**config.mk**
```make
export PLATFORM = sky130hd
export DESIGN_NAME = nes_out_fifo
export DESIGN_NICKNAME = d
export VERILOG_FILES = /design/src/hdl/nes_pkg.sv /design/src/hdl/nes_out_fifo.sv
export SDC_FILE = /design/constraint.sdc
export NUM_CORES = 1
export LEC_CHECK = 0
export ABC_AREA = 1
export CAP_MARGIN = 10
export CORE_AREA = 2 2 59 102
export DETAILED_ROUTE_END_ITERATION = 12
export DIE_AREA = 0 0 61 104
export DONT_BUFFER_PORTS = 1
export PLACE_DENSITY = 0.87
export SLEW_MARGIN = 5
export SYNTH_ARGS = -nofsm -noshare
export SYNTH_HDL_FRONTEND = slang
export SYNTH_SLANG_ARGS = --single-unit
```
**constraint.sdc**
```tcl
create_clock -name clk_i -period 3.95 [get_ports clk_i]
set_input_delay 0.1975 -clock clk_i [delete_from_list [all_inputs] [get_ports clk_i]]
set_output_delay 0.1975 -clock clk_i [all_outputs]
set_load 0.01 [all_outputs]
```
**src/hdl/nes_pkg.sv**
```systemverilog
// Shared types and constants for the note event sequencer.
package nes_pkg;

  typedef enum logic [2:0] {
    OP_LOAD_EVENT = 3'd0,
    OP_LOAD_TRACK = 3'd1,
    OP_START      = 3'd2,
    OP_TICK       = 3'd3,
    OP_STOP       = 3'd4
  } nes_op_e;

  typedef enum logic {
    CFG_SECTION_LENGTH = 1'b0,
    CFG_ACTIVE_TRACKS  = 1'b1
  } nes_cfg_e;

  typedef struct packed {
    logic [2:0]  op;
    logic [9:0]  event_index;
    logic [6:0]  event_note;
    logic [15:0] event_frames;
    logic [2:0]  track_slot;
    logic [3:0]  track_channel;
    logic [7:0]  track_level;
    logic [9:0]  track_first;
    logic [10:0] track_length;
  } nes_in_t;

  typedef struct packed {
    logic       write_target;
    logic [3:0] write_channel;
    logic [4:0] write_offset;
    logic [7:0] write_data;
    logic       last;
  } nes_out_t;

  typedef struct packed {
    nes_op_e kind;
    nes_in_t item;
  } nes_cmd_t;

  localparam logic       TGT_CHANNEL   = 1'b0;
  localparam logic       TGT_KEYON     = 1'b1;
  localparam logic [3:0] NOISE_CH      = 4'd11;
  localparam logic [3:0] PSG_CH_FIRST  = 4'd8;
  localparam logic [4:0] OFF_PERIOD_HI = 5'h00;
  localparam logic [4:0] OFF_PERIOD_LO = 5'h01;
  localparam logic [4:0] OFF_ATTEN     = 5'h02;
  localparam logic [4:0] OFF_CTRL      = 5'h00;
  localparam logic [4:0] OFF_BLOCK     = 5'h1C;
  localparam logic [4:0] OFF_FNUM      = 5'h1D;
  localparam logic [3:0] KEYON_ALL     = 4'hF;
  localparam logic [7:0] CTRL_SNARE    = 8'h05;
  localparam logic [7:0] CTRL_HAT      = 8'h04;
  localparam logic [7:0] CTRL_KICK     = 8'h02;
  localparam logic [3:0] ATTEN_MAX     = 4'd15;
  localparam logic [4:0] PSG_ATT_BASE  = 5'd6;
  localparam logic [4:0] PERC_ATT_BASE = 5'd3;
  localparam logic [4:0] MAX_WRITES    = 5'd24;
  localparam logic [6:0] NOTE_REST     = 7'd0;
  localparam logic [6:0] NOTE_HOLD     = 7'd1;
  localparam logic [6:0] NOTE_BASE     = 7'd2;
  localparam logic [6:0] NOTE_SNARE    = 7'd3;
  localparam logic [6:0] NOTE_HAT      = 7'd4;
  localparam logic [6:0] NOTE_TOP      = 7'd97;

endpackage

```
**src/hdl/nes_out_fifo.sv**
```systemverilog
// Result queue between the sequencer and the output port.
module nes_out_fifo (
  input  logic              clk_i,
  input  logic              rst_ni,
  input  logic              push_i,
  input  nes_pkg::nes_out_t data_i,
  output logic              full_o,
  input  logic              pop,
  output logic              empty,
  output nes_pkg::nes_out_t data_o
);
  import nes_pkg::*;

  nes_out_t   buf_q [4];
  logic [1:0] wp_q, rp_q;
  logic [2:0] cnt_q;
  logic       wr, rd;

  assign full_o = (cnt_q == 3'd4);
  assign empty  = (cnt_q == 3'd0);
  assign data_o = buf_q[rp_q];
  assign wr     = push_i && !full_o;
  assign rd     = pop && !empty;

  always_ff @(posedge clk_i) begin
    if (wr) buf_q[wp_q] <= data_i;
  end

  always_ff @(posedge clk_i or negedge rst_ni) begin
    if (!rst_ni) begin
      wp_q  <= 2'd0;
      rp_q  <= 2'd0;
      cnt_q <= 3'd0;
    end else begin
      if (wr) wp_q <= wp_q + 2'd1;
      if (rd) rp_q <= rp_q + 2'd1;
      cnt_q <= cnt_q + {2'b00, wr} - {2'b00, rd};
    end
  end

endmodule

```
# Word level (Yosys, flattened, before mapping)

Memories as Yosys holds them, arrays and structs flattened.
Index checks and enable logic that the tools add are counted.

Bits in registers: 7
Memory bits (writable): 76
Input bits: 23
Output and inout port bits: 21
Word-level logic and storage cells: 16
Memories: 1

Memories:

| memory | depth | width | rd ports | clocked after Yosys merged registers in | wr ports | line               | text |
|---|---|---|---|---|---|---|---|
| buf_q  | 4     | 19    | 1        | 0                                       | 1        | nes_out_fifo.sv:14 | `nes_out_t buf_q [4];` |

Add/subtract/negate cells: 4
Equal/unequal tests: 1
Muxes and demuxes: 2
Reduce and logical (&&, ||, !) cells: 5

Operator list:

| operator              | number |
|---|---|
| $add A2 B1 Y2 const B | 2 |
| $add A3 B1 Y3         | 1 |
| $eq A3 B3 Y1 const B  | 1 |
| $logic_not A3 Y1      | 1 |
| $sub A3 B1 Y3         | 1 |
| $logic_and A1 B1 Y1   | 2 |
| $logic_not A1 Y1      | 2 |
| $mux W1               | 2 |

# Longest topological paths before layout

Depth after elaboration: 5
Gate-level depth with buffers: 10
Mapped depth without buffers: 10

# Least setup slack after synthesis

No wires, ideal clock.

Path kind: reg2reg
From: register wp_q[0]
To: memory buf_q[2][0] in the netlist's numbering (enable)
Arrival: 1.485 ns
Setup slack: 2.070 ns
Cell stages (with the launch flop): 5
Path buffers: 0
Period minus slack after synthesis: 1.880 ns
Cell sequence: dfrtp_1 inv_1 ha_1 inv_1 nor2_1

RTL lines:

| element                | line               | text |
|---|---|---|
| start, declared        | nes_out_fifo.sv:15 | `logic [1:0] wp_q, rp_q;` |
| start signal, assigned | nes_out_fifo.sv:35 | `if (wr) wp_q <= wp_q + 2'd1;` |
| end, declared          | nes_out_fifo.sv:14 |  |

Straight into the memory's write port.

==> flow_summary.ini <==
[run_status]
outcome = finished clean

[die]
die_h_um = 104
rows = 36
io_pins = 44
core_area_mm2 = 0.00554
start_util = 0.622
die_area_mm2 = 0.00634
die_w_um = 61

[timing]
hold_viol_final = 0
fmax_mhz = 426
setup_viol_count_final = 0
tightest_slew_ps = 1050
skew_ps = 4.83
relSlewSlack = 0.300
min_period_over_period = 0.594
fin_setup_tns_ps = 0
period_minus_slack_ps = 2350
holdWs_ps = 33.1
slew_viol_final = 0
rsz0062_at_grt = false

[detailed_routing]
drc = 0
firstDrtPassIters = 6
routed_via_density = 5.07
drt_iter0_drc = 118
ant_nets = 0
wirelength_mm = 5.88
wl_per_cell_um = 14.6
num_vias = 2039

[synthesis]
netlist_top_cells_area = edfxtp_1 66%, nand2_1 8.3%, dfrtp_1 5.1%
synth_top_cell_by_area = edfxtp_1
synth_top_area_frac = 0.663
seq_area_frac_synth = 0.713
synth-edff-count = 76
avgSynthCellArea_um2 = 11.5
yosysWarningCount = 0
mappedNetlistArea_mm2 = 0.00344
ys_seq_elements = 83
synth_common_cells = 76 x edfxtp_1, 76 x nand2_1, 43 x nor2_1, 34 x inv_1, 27 x o21ai_0
yosysUniqueCellTypes = 18
synth_cells = 300
syn_nets = 330
synthArstFlopShare = 0.0843
synth-main-ff-cell = edfxtp_1

[global_routing]
grt_pass1_vias = 1992
grt_busiest_layer = met2
gr-usage-met2 = 0.324
grt-ovfl-total = 0
antenna_found_initial = 0
grt_usage = 0.209
grt_first_pass_wirelength_mm = 9.45
grt_max_degree = 61
use_met3 = 0.0647
grt_util_met1 = 0.261

[critical_path]
r2r-start = cnt_q[1]
critPathSlowestCell = dfrtp_2
worstPathArrival_ps = 2150
start_kind = flip-flop
reg2reg_slack_ps = 1950
critPathRequiredTime_ps = 3750
crit_family = flip-flops
crit_chain = inv_2 -> o21ai_0 -> nand2_1
crit_path_end_kind = output port
max_stage_delay_ps = 990
path_buf_inv = 1
cp_max_fo = 60
cp-startpoint = rp_q[0]
worst-setup-path-type = flip-flop to output port

[pwr]
power_density_mw_per_mm2 = 674
ir_drop_mv = 0.469
pwr-share-clk = 0.185
p_comb_frac = 0.313
internal_power_mw = 1.63
p_seq_frac = 0.502
p_leak_nw = 1.55
swShare = 0.371
switchingPower_mw = 0.964

[clock_tree]
ctsResizeCount = 0
path_clk_slew_ps = 70
cts-buffers-inserted = 9
htreeDepth = 3
ctsRootBufferMaster = clkbuf_8
cts.sinks = 83
clk_latency_ps = 350
clock_path_buffers = 2
post_cts_buffers = 0
cts_hold_buffers = 22
cts_tree = done

[finish]
syn2layout_area_growth_pct = 11.8
nets = 351
drive_gt1_frac = 0.0491
antenna_cells = 0
fin_area_mm2 = 0.00385
final_util = 0.695

[worst_hold_path]
worstHoldPathType = primary input to flip-flop
hp-start = pop

[place]
place_congestion = 0.728
dp_hpwl_mm = 3.67
port_buffers = 0
dpl_cell_area_mm2 = 0.00345

[flow_run]
max_cap_viol_count = 0
## metal layers
layer | vias to the layer above | routed length, µm
li1 | 1029 | -
met1 | 948 | 2290
met2 | 48 | 3120
met3 | 14 | 297
met4 | 0 | 167
met5 | - | 0
## cell usage in the layout (no fill, tap or decap), types with 4 or more instances in the layout
master         count
clkinv_1           6
nand2_1           76
dfrtp_1            6
nor2_2             4
nand3_1            4
ha_1               6
dlygate4sd3_1     22
nor2_1            39
o21ai_1           11
inv_1             34
clkbuf_8           9
o21ai_0           27
edfxtp_1          76
## worst register-to-register path, cell delays in order, from the launching register on
cell and delay [ps]:
dfrtp_1 380, nor2_1 70, nand2_1 110, nand2_1 200
nor2_2 850
## path summary, 6_finish.rpt
check / end / depth (start not counted)
setup / recovery: data_o[0] / 3
hold / removal: rp_q[0] / 3
setup reg to reg: buf_q[0][3] / 4
hold reg to reg: cnt_q[0] / 1
max in group asynchronous: rp_q[0] / 1
min in group asynchronous: cnt_q[0] / 1
## through the flow
stage	instances	setup WS, ps	total power, mW
final	402	1600	2.60
after global routing	402	1390	2.80
after CTS	401	1550	2.60
after detailed placement	363	1900	2.09
after global placement	363	2010	2.04
after floorplan	300	2070	1.96
## area by class of cell
type | count | area (µm²)
flip-flops and latches | 83 | 2460
fillers | 390 | 1690
multi-input cells | 169 | 769
repair buffers | 23 | 248
inverters | 35 | 131
clock buffers | 10 | 128
well taps | 76 | 95.1
clock inverters | 6 | 22.5
## power by group through the flow
stage                     clock [mW]  combinational (mW)  sequential (mW)
final                          0.482               0.813             1.30
after global routing           0.530               0.940             1.33
after CTS                      0.492               0.801             1.30
after detailed placement           0               0.768             1.32
after global placement             0               0.734             1.31
after floorplan                    0               0.734             1.23
## sequential cells by signal, summed over array words and instances, names as in the netlist
name / count
wp_q: 2
cnt_q: 3
rp_q: 2
buf_q: 76
## cells by family (layout without fill, tap and decap cells)
group                    Yosys count  after routing  share of synthesized area
AND/OR/NAND/NOR                  124            124                      0.138
adder cells (fa/ha/maj)            7              7                     0.0276
flip-flops                        83             83                      0.713
AO/OA/AOI/OAI                     38             38                     0.0552
buffers and inverters             48             74                     0.0661
Note: power is estimated with default switching activity, not from simulation.
