==> config.mk <==
export PLATFORM = sky130hd
export DESIGN_NAME = nes_front
export DESIGN_NICKNAME = d
export VERILOG_FILES = /design/src/hdl/nes_pkg.sv /design/src/hdl/nes_front.sv
export SDC_FILE = /design/constraint.sdc
export NUM_CORES = 1
export LEC_CHECK = 0
export BUFFER_PORTS_ARGS = -buffer_cell sky130_fd_sc_hd__buf_2
export CAP_MARGIN = 30
export CORE_AREA = 4 4 111 139
export CTS_CLUSTER_SIZE = 25
export DETAILED_ROUTE_END_ITERATION = 16
export DIE_AREA = 0 0 115 143
export PLACE_DENSITY = 0.75
export SLEW_MARGIN = 20
export SYNTH_ARGS = -nofsm -noshare
export SYNTH_HDL_FRONTEND = slang
export SYNTH_SLANG_ARGS = --single-unit
==> constraint.sdc <==
create_clock -name clk_i -period 4.4 [get_ports clk_i]
set_input_delay 0.44 -clock clk_i [delete_from_list [all_inputs] [get_ports clk_i]]
set_output_delay 0.44 -clock clk_i [all_outputs]
set_load 0.005 [all_outputs]
==> src/hdl/nes_pkg.sv <==
// Shared types and constants for the note event sequencer.
package nes_pkg;

  typedef enum logic [2:0] {
    OP_LOAD_EVENT = 3'd0,
    OP_LOAD_TRACK = 3'd1,
    OP_START      = 3'd2,
    OP_TICK       = 3'd3,
    OP_STOP       = 3'd4
  } nes_op_e;

  typedef enum logic {
    CFG_SECTION_LENGTH = 1'b0,
    CFG_ACTIVE_TRACKS  = 1'b1
  } nes_cfg_e;

  typedef struct packed {
    logic [2:0]  op;
    logic [9:0]  event_index;
    logic [6:0]  event_note;
    logic [15:0] event_frames;
    logic [2:0]  track_slot;
    logic [3:0]  track_channel;
    logic [7:0]  track_level;
    logic [9:0]  track_first;
    logic [10:0] track_length;
  } nes_in_t;

  typedef struct packed {
    logic       write_target;
    logic [3:0] write_channel;
    logic [4:0] write_offset;
    logic [7:0] write_data;
    logic       last;
  } nes_out_t;

  typedef struct packed {
    nes_op_e kind;
    nes_in_t item;
  } nes_cmd_t;

  localparam logic       TGT_CHANNEL   = 1'b0;
  localparam logic       TGT_KEYON     = 1'b1;
  localparam logic [3:0] NOISE_CH      = 4'd11;
  localparam logic [3:0] PSG_CH_FIRST  = 4'd8;
  localparam logic [4:0] OFF_PERIOD_HI = 5'h00;
  localparam logic [4:0] OFF_PERIOD_LO = 5'h01;
  localparam logic [4:0] OFF_ATTEN     = 5'h02;
  localparam logic [4:0] OFF_CTRL      = 5'h00;
  localparam logic [4:0] OFF_BLOCK     = 5'h1C;
  localparam logic [4:0] OFF_FNUM      = 5'h1D;
  localparam logic [3:0] KEYON_ALL     = 4'hF;
  localparam logic [7:0] CTRL_SNARE    = 8'h05;
  localparam logic [7:0] CTRL_HAT      = 8'h04;
  localparam logic [7:0] CTRL_KICK     = 8'h02;
  localparam logic [3:0] ATTEN_MAX     = 4'd15;
  localparam logic [4:0] PSG_ATT_BASE  = 5'd6;
  localparam logic [4:0] PERC_ATT_BASE = 5'd3;
  localparam logic [4:0] MAX_WRITES    = 5'd24;
  localparam logic [6:0] NOTE_REST     = 7'd0;
  localparam logic [6:0] NOTE_HOLD     = 7'd1;
  localparam logic [6:0] NOTE_BASE     = 7'd2;
  localparam logic [6:0] NOTE_SNARE    = 7'd3;
  localparam logic [6:0] NOTE_HAT      = 7'd4;
  localparam logic [6:0] NOTE_TOP      = 7'd97;

endpackage

==> src/hdl/nes_front.sv <==
// Front end: accept items, drop unknown ops, queue classified commands.
module nes_front (
  input  logic             clk_i,
  input  logic             rst_ni,
  input  logic             push,
  output logic             full,
  input  nes_pkg::nes_in_t in_data_i,
  output logic             cmd_valid_o,
  output nes_pkg::nes_cmd_t cmd_o,
  input  logic             cmd_take_i
);
  import nes_pkg::*;

  nes_cmd_t   slot_q [2];
  logic       wp_q, rp_q;
  logic [1:0] cnt_q;
  logic       known;
  nes_op_e    kind;
  logic       wr, rd;

  always_comb begin
    known = 1'b1;
    kind  = OP_TICK;
    case (in_data_i.op)
      OP_LOAD_EVENT: kind = OP_LOAD_EVENT;
      OP_LOAD_TRACK: kind = OP_LOAD_TRACK;
      OP_START:      kind = OP_START;
      OP_TICK:       kind = OP_TICK;
      OP_STOP:       kind = OP_STOP;
      default:       known = 1'b0;
    endcase
  end

  assign full        = (cnt_q == 2'd2);
  assign cmd_valid_o = (cnt_q != 2'd0);
  assign cmd_o       = slot_q[rp_q];
  assign wr          = push && !full && known;
  assign rd          = cmd_take_i && cmd_valid_o;

  always_ff @(posedge clk_i) begin
    if (wr) begin
      slot_q[wp_q] <= '{kind: kind, item: in_data_i};
    end
  end

  always_ff @(posedge clk_i or negedge rst_ni) begin
    if (!rst_ni) begin
      wp_q  <= 1'b0;
      rp_q  <= 1'b0;
      cnt_q <= 2'd0;
    end else begin
      if (wr) wp_q <= !wp_q;
      if (rd) rp_q <= !rp_q;
      cnt_q <= cnt_q + {1'b0, wr} - {1'b0, rd};
    end
  end

endmodule

[Word-level counts from Yosys, hierarchy flattened]
Memories as Yosys holds them, arrays and structs flattened.
Index checks and enable logic that the tools add are counted.
Storage, ports and cells
  register bits after elaboration: 4
  bits in latches: 0
  memory bits (read-only): 0
  word-level logic and storage cells: 24
  memories kept: 1
  bits in writable memories: 150
Operators by class
  muxes and demuxes: 4
  order comparisons: 0
  bitwise logic cells: 0
  add/sub/neg operators: 2
  reduce and logical (&&, ||, !) cells: 9
  eq/ne operators: 5
  $mul: 0
  div/mod/pow operators: 0
  shifts and indexed selects: 0
Memories
  slot_q: words 2, bits a word 75, read ports 1, clocked after memory_dff 0, wr ports 1, RTL line nes_front.sv:14  | nes_cmd_t slot_q [2];
Operators with widths (count)
  case mux 3 bit (4 select lines): 1
  equality test 3 x 2 -> 1 bit (second input constant): 2
  OR reduction 5 bit: 1
  equality test 3 x 1 -> 1 bit (second input constant): 1
  equality test 3 bit (second input constant): 1
  logical AND 1 bit: 3
  logical NOT 1 bit: 3
  logical NOT 3 bit: 1
  2-to-1 mux 1 bit: 3
  adder 2 x 1 -> 2 bit: 1
  equality test 2 bit (second input constant): 1
  nonzero test 2 bit: 1
  subtractor 2 x 1 -> 2 bit: 1

[Longest topological paths before layout]
Gate-level depths: netlist (run 1).
  word-level depth: 6
  mapped depth: 7
  mapped depth without buffers: 7

[Worst setup path before layout (run 1)]
Ideal clock, no wire load.
  path kind: register to register
  start: register cnt_q[1]
  end: memory slot_q[0][0] in the netlist's numbering, enable pin
  setup time: 509 ps
  required time: 3891 ps
  data arrival time: 3936 ps
  clock period less this slack: 4445 ps
  cell stages (with the launch flop): 4
  buffers on the path: 0
  setup slack: -45 ps
  cell sequence: dfrtp_1 > and2b_1 > nand3b_1 > nor2_1
Between the ends
  word-level cells in the longest chain between the ends: 6
RTL lines
  start, declared: RTL line nes_front.sv:16  | logic [1:0] cnt_q;
  start signal, assigned: RTL line nes_front.sv:54  | cnt_q <= cnt_q + {1'b0, wr} - {1'b0, rd};
  equality test 2 bit: RTL line nes_front.sv:34  | assign full = (cnt_q == 2'd2);
  named net full: RTL line nes_front.sv:6  | output logic full,
  logical NOT 1 bit: RTL line nes_front.sv:37  | assign wr = push && !full && known;
  logical AND 1 bit (2 in series): RTL line nes_front.sv:37
  2-to-1 mux 1 bit: RTL line nes_front.sv:41  | if (wr) begin
  2-to-1 mux 1 bit (implied by the code): RTL line nes_front.sv:42  | slot_q[wp_q] <= '{kind: kind, item: in_data_i};
  end, declared: RTL line nes_front.sv:14
The timed path passes the listed nets, and every way through them passes these cells.

[Worst setup path in the final report (run 1)]
  start: register cnt_q[1]
  end: memory slot_q[0][53] in the netlist's numbering, enable pin
Between the ends
  word-level cells in the longest chain between the ends: 6
RTL lines (RTL line)
  equality test 2 bit: nes_front.sv:34
  logical NOT 1 bit: nes_front.sv:37
  logical AND 1 bit (2 in series): nes_front.sv:37
  2-to-1 mux 1 bit: nes_front.sv:41
  2-to-1 mux 1 bit (implied by the code): nes_front.sv:42
No other way between the ends.

==> reports/results.txt, run 1 <==
WL met3 -> 780 µm
CTS tree -> built
Max clock buf depth -> 2
IO Port Bufs -> 152
Filler Cells Inserted -> 1152
Final Wtd Congestion -> 0.6791
placed cells -> 582
global-route wire length before repair -> 15600 µm
Max-Cap Viols -> 0
DR top layer -> met5
ant diodes -> 0
pin count of the biggest net entering global routing -> 60
Hold Path Class -> primary input to register
vias -> 2841
clk slew on worst S/H paths -> 0.06 ns
EDFF count, synth -> 150
die span in x -> 115 µm
met2 routed WL -> 5390 µm
share of cells above drive strength 1 -> 0.6096
register area share after synthesis -> 0.7943
Core Area -> 14220 µm²
syn_nets -> 333
Clock H-tree levels -> 4
router iterations before antenna repair -> 4
Slew Viols, Final -> 0
Final Hold Viols -> 0
clk_lat worst skew -> 0.40 ns
Yosys top cell by area -> edfxtp_1
via/cell ratio -> 4.612
pre-CTS WS -> 1.719 ns
post-synth top area share -> 0.7770
Distinct cells, synth -> 19
fmax -> 403.4 MHz
top post-synthesis cells by area -> edfxtp_1 78%, mux2_4 10%, mux2_2 6.8%
PnR worst setup slack -> 1.921 ns
Setup crit end kind -> register
Die Y -> 143 µm
Ys Warns -> 0
crit path max fanout -> 30
final-report setup violation count -> 0
global route total overflow -> 0
Cell Area, Synth -> 5797 µm²
final antenna-violating net count -> 0
WL final -> 10240 µm
DRC -> 0
vias in the first global route -> 3072
final setup TNS -> 0 ns
count leader, synth -> edfxtp_1
wire length on met1 -> 3910 µm
RSZ-0062 raised after global routing -> false
Synth Register Bits -> 154
VDD IR max -> 0.3811 mV
Power Dens Cells -> 626.9 nW/µm²
Arrival @ worst endpoint -> 2.55 ns
placed inst area -> 6769 µm²
Leak -> 2.897 nW
post-layout instance area -> 7430 µm²
outcome -> completed
clk sink count -> 154
root buffer cell -> clkbuf_16
period utilization -> 0.5634
worst clock skew -> 0.008562 ns
CP required -> 4.47 ns
Worst-Margin Slew -> 0.8897 ns
Cells after Synth -> 255
Layout Cells excl Fill -> 616
Design Power -> 4.658 mW
Setup CP Type -> register to register
CP startpoint kind -> register
initial antenna violation count -> 1
relative slew slack -> 0.4055
WHS -> 0.2204 ns
most common flop cell mapped by yosys -> edfxtp_1
Num CTS Buffers -> 17
Mapped Avg Cell Area -> 22.73 µm²
Detailed Route Iter0 Violations -> 104
Die ar. -> 16450 µm²
initial core utilization -> 0.4075
ys async rst share -> 0.02597
Commonest cells post-synth -> 150 x edfxtp_1, 40 x mux2_4, 35 x mux2_2
Area Growth Syn to Fin -> 28.17%
post-cts sizing count -> 0
total track usage -> 0.1266
row cnt -> 49
I/O pins -> 153
WL per Instance -> 16.62 µm
Core Util, Final -> 0.5223
Tmin final -> 2.479 ns
fin nets -> 503
dpl hpwl -> 7002 µm
repair_timing:
item / CTS / global route
buffers inserted: 0 / 0
hold buffers: 1 / 0
endpoints found under the hold margin: 4 / 0
routing by layer:
| layer | GRT usage | up-vias |
|---|---|---|
| li1 | - | 1349 |
| met1 | 0.1446 | 1373 |
| met2 | 0.2168 | 97 |
| met3 | 0.05214 | 20 |
| met4 | 0.03894 | 2 |
| met5 | 0 | - |
area by class of cell:
type                    instances  area [µm²]  area share
clock inverters                15       197.7     0.02661
repair buffers                159       835.8      0.1125
flip-flops and latches        154        4608      0.6202
clock buffers                  17       425.4     0.05726
inverters                       2       7.507    0.001010
multi-input cells              91        1132      0.1524
well taps                     178       222.7     0.02998
cell usage in the layout, fill, tap and decap left out:
cell           count
clkinv_4           3
bufinv_16          4
buf_16             1
dlygate4sd3_1      1
ha_1               2
o21ai_0            1
inv_6              2
mux2_2            35
nor2_4             2
dfrtp_1            3
clkbuf_16         17
edfxtp_1         150
xor2_1             1
and2b_1            1
clkinvlp_4         2
inv_1              2
dfrtp_4            1
nand3b_1           1
clkinv_2           3
or2_1              1
mux2_4            40
clkinv_1           1
buf_4              5
a21o_1             2
buf_2            152
and2_1             1
nor3b_1            1
xnor2_1            3
sequential cells by signal (all words and copies together) (netlist names):
register and flops:
slot_q 150, rp_q 1, cnt_q 2, wp_q 1
path summary, 6_finish.rpt:
check	startpoint	endpoint	slack, ns	depth (start not counted)
min in group asynchronous	rst_ni	cnt_q[0]	0.37	2
max reg2reg	cnt_q[1]	slot_q[0][53]	1.92	4
min	in_data_i[13]	slot_q[0][13]	0.22	1
min reg2reg	cnt_q[1]	cnt_q[1]	0.52	1
max in group asynchronous	rst_ni	rp_q	3.89	2
max	cnt_q[1]	slot_q[0][53]	1.92	4
critical path, stage by stage (launching register included):
cell      delay [ns]
dfrtp_1         0.41
and2b_1         0.17
nand3b_1        0.33
nor2_4          0.77
buf_4           0.45
power breakdown:
group / leakage, nW / internal (mW) / total (mW) / switching, mW
Clock: 0.301 / 0.950 / 1.50 / 0.547
Sequential: 1.42 / 1.88 / 1.98 / 0.0997
Combinational: 1.17 / 0.655 / 1.18 / 0.524
Total: 2.90 / 3.49 / 4.66 / 1.17
cells by family (layout without fill, tap and decap cells):
kind of cell / Yosys count / in the layout / share of synthesized area
DFF: 154 / 154 / 0.7943
adders and majority gates: 2 / 2 / 0.004316
muxes: 75 / 75 / 0.1716
xor gates and xnor gates: 4 / 4 / 0.006045
AOI/OAI and AO/OA: 3 / 3 / 0.003452
and+or+nand+nor: 7 / 7 / 0.007342
buffers and inverters: 10 / 193 / 0.01295
Note: power is estimated with default switching activity, not from simulation.
==> run 2: changes to the inputs <==
--- a/config.mk
+++ b/config.mk
@@ -5,12 +5,13 @@
 export SDC_FILE = /design/constraint.sdc
 export NUM_CORES = 1
 export LEC_CHECK = 0
+export ABC_AREA = 1
 export BUFFER_PORTS_ARGS = -buffer_cell sky130_fd_sc_hd__buf_2
 export CAP_MARGIN = 30
-export CORE_AREA = 4 4 111 139
+export CORE_AREA = 4 4 110 138
 export CTS_CLUSTER_SIZE = 25
 export DETAILED_ROUTE_END_ITERATION = 16
-export DIE_AREA = 0 0 115 143
+export DIE_AREA = 0 0 114 142
 export PLACE_DENSITY = 0.75
 export SLEW_MARGIN = 20
 export SYNTH_ARGS = -nofsm -noshare
==> constraint.sdc (replaced) <==
create_clock -name clk_i -period 2.21 [get_ports clk_i]
set_input_delay 0.221 -clock clk_i [delete_from_list [all_inputs] [get_ports clk_i]]
set_output_delay 0.221 -clock clk_i [all_outputs]
set_load 0.005 [all_outputs]
==> reports/results.txt, run 2 <==
placed inst area -> 6731 µm² (-0.55%)
Max-Cap Viols -> 0 (unchanged)
final antenna-violating net count -> 0 (unchanged)
cells on worst reg2reg path -> 4 (unchanged)
via/cell ratio -> 4.593 (-0.41%)
final setup TNS -> 0 ns (unchanged)
CP required -> 1.99 ns (-2.48 ns)
PnR worst setup slack -> 0.1785 ns (-1.742 ns)
relative slew slack -> 0.4629 (+0.05744)
reg2reg start -> cnt_q[1]
final-report setup violation count -> 0 (unchanged)
IO Port Bufs -> 152 (unchanged)
Detailed Route Iter0 Violations -> 165 (+59%)
Setup CP Type -> register to output port
total track usage -> 0.1566 (+0.02999)
Yosys top cell by area -> edfxtp_1
Final Wtd Congestion -> 0.7155 (+5.4%)
Power Dens Cells -> 1157 nW/µm² (+85%)
VDD IR max -> 0.5899 mV (+55%)
Mapped Avg Cell Area -> 13.24 µm² (-42%)
clk slew on worst S/H paths -> 0.06 ns (about the same)
router iterations before antenna repair -> 4 (unchanged)
Post-CTS Setup Bufs -> 0 (unchanged)
Num CTS Buffers -> 17 (unchanged)
dpl hpwl -> 7710 µm (+10%)
root buffer cell -> clkbuf_16
outcome -> completed
count leader, synth -> nand2_1
post-synth top area share -> 0.7891 (+0.01209)
max FFs per register -> 150 (unchanged)
gr busiest metal -> met2
Max clock buf depth -> 2 (unchanged)
initial antenna violation count -> 0 (-1)
worst clock skew -> 0.01482 ns (+0.006258 ns)
global route total overflow -> 0 (unchanged)
fin nets -> 740 (+47%)
Area Growth Syn to Fin -> 40.33%
CP startpoint kind -> register
register area share after synthesis -> 0.8067 (+0.01236)
DRC -> 0 (unchanged)
largest registers -> slot_q (150), cnt_q (2)
vias in the first global route -> 4117 (+34%)
CTS tree -> built
Die Y -> 142 µm (-0.70%)
commonest cells after routing, fill and taps aside -> 239 x nand2_1, 152 x buf_2, 150 x edfxtp_1
vias -> 3904 (+37%)
Cells after Synth -> 431 (+69%)
initial core utilization -> 0.4132 (+0.005677)
die span in x -> 114 µm (-0.87%)
period utilization -> 0.9192
top post-synthesis cells by area -> edfxtp_1 79%, nand2_1 16%, dfrtp_1 1.8%
Core Area -> 13810 µm² (-2.9%)
WL per Instance -> 14.92 µm (-10%)
clk sink count -> 154 (unchanged)
Worst-Margin Slew -> 0.8056 ns (-0.08405 ns)
Synth Register Bits -> 154 (unchanged)
Setup crit end kind -> output port
Leak -> 3.449 nW (+19%)
global-route wire length before repair -> 19650 µm (+26%)
ys async rst share -> 0.02597 (unchanged)
WL final -> 12680 µm (+24%)
syn_nets -> 509 (+53%)
RSZ-0062 raised after global routing -> false
Ys Warns -> 0 (unchanged)
met3 Use GR -> 0.04424 (-0.007904)
most common flop cell mapped by yosys -> edfxtp_1
pre-CTS WS -> 0.4738 ns (-1.245 ns)
worst reg2reg setup slack -> 0.48 ns (-1.44 ns)
fmax -> 492.3 MHz
ant diodes -> 0 (unchanged)
global routing met1 resource utilization -> 0.1746 (+0.02996)
reg2reg end -> slot_q[0][39]
Slew Viols, Final -> 0 (unchanged)
Worst Hold Launch -> in_data_i[55]
Arrival @ worst endpoint -> 1.81 ns (-0.74 ns)
crit path max fanout -> 75 (+150%)
row cnt -> 48 (-2.0%)
EDFF count, synth -> 150 (unchanged)
Final Hold Viols -> 0 (unchanged)
share of cells above drive strength 1 -> 0.2874 (-0.3222)
Tmin final -> 2.031 ns
clk_lat worst skew -> 0.42 ns (+0.02 ns)
pin count of the biggest net entering global routing -> 76 (+27%)
Die ar. -> 16190 µm² (-1.6%)
Most flops, register -> slot_q
Hold Path Class -> primary input to register
Hold Path Depth -> 1 (unchanged)
post-layout instance area -> 8010 µm² (+7.8%)
leading cell type in the layout, fill and taps excluded -> nand2_1
Commonest cells post-synth -> 239 x nand2_1, 150 x edfxtp_1, 13 x buf_2
met2 usage -> 0.2825 (+0.06577)
I/O pins -> 153 (unchanged)
Clock H-tree levels -> 4 (unchanged)
Cell Area, Synth -> 5708 µm² (-1.5%)
Distinct cells, synth -> 16 (-3)
Worst Hold Path EP -> slot_q[1][55]
run 2: cell types whose count changed after synthesis, moves of 2 or more:
| cell | change |
|---|---|
| inv_1 | +10 |
| a21o_1 | -2 |
| nand2_1 | +239 |
| mux2_2 | -35 |
| xnor2_1 | -2 |
| buf_6 | -4 |
| mux2_4 | -40 |
| buf_2 | +10 |
run 2: worst max-delay path, cell delays in order (launching register included):
cell and delay, ns:
dfrtp_2 0.36, buf_4 0.65, nand2_1 0.13, nand2_1 0.12, buf_2 0.12
run 2: through the flow:
step	cells	total power [mW]	hold WS (ns)	utilization
floorplan	431	5.209	-0.07459	-
global placement	749	6.323	0.03517	0.4873
detailed placement	749	6.410	0.03802	0.4873
CTS	849	9.384	0.0003617	0.5792
global route	850	9.823	0.009509	0.5799
finish	850	9.269	0.02306	0.5799
run 2: repair_timing:
item | 4_1_cts | 5_1_grt
hold buffers | 68 | 1
gates resized for setup | 0 | 0
endpoints found under the hold margin | 138 | 2
run 2: area by class of cell:
class                   count  area [µm²]
fillers                  1107        5803
multi-input cells         248       978.4
well taps                 175       219.0
flip-flops and latches    154        4606
clock buffers              17       425.4
repair buffers            228        1567
inverters                  13       52.55
clock inverters            15       162.7
run 2: kinds of logic (layout without fill, tap and decap cells):
logic type | count (synthesis) | in the layout | synth area share
XOR/XNOR | 2 | 2 | 0.003069
AND/OR/NAND/NOR | 242 | 242 | 0.1600
adder cells (fa/ha/maj) | 2 | 2 | 0.004383
AO/OA/AOI/OAI | 2 | 2 | 0.002631
buffers and inverters | 29 | 273 | 0.02323
flip-flops | 154 | 154 | 0.8067
run 2: power by group:
group          total [mW]  internal (mW)  switching (mW)
sequential           3.79           3.69           0.106
clock                2.85           1.68            1.17
combinational        2.62           1.03            1.59
total                9.27           6.40            2.87
run 2: worst max path at each step:
| stage | start | to | slack, ns | depth (start not counted) |
|---|---|---|---|---|
| after global placement | in_data_i[70] | slot_q[0][51] | 0.55 | 7 |
| after detailed placement | cnt_q[1] | slot_q[0][36] | 0.47 | 4 |
| after global routing | rp_q | cmd_o[7] | 0.02 | 4 |
| final | rp_q | cmd_o[7] | 0.18 | 4 |
| after floorplan | cnt_q[1] | slot_q[1][0] | -0.01 | 3 |
| after CTS | rp_q | cmd_o[69] | 0.14 | 4 |
run 2: metal layers:
layer | wire (µm) | up-vias | share of wire
met5 | 0 | - | 0
met4 | 206 | 0 | 0.016
met3 | 731 | 19 | 0.058
met2 | 6753 | 121 | 0.53
met1 | 4992 | 1857 | 0.39
li1 | - | 1907 | -
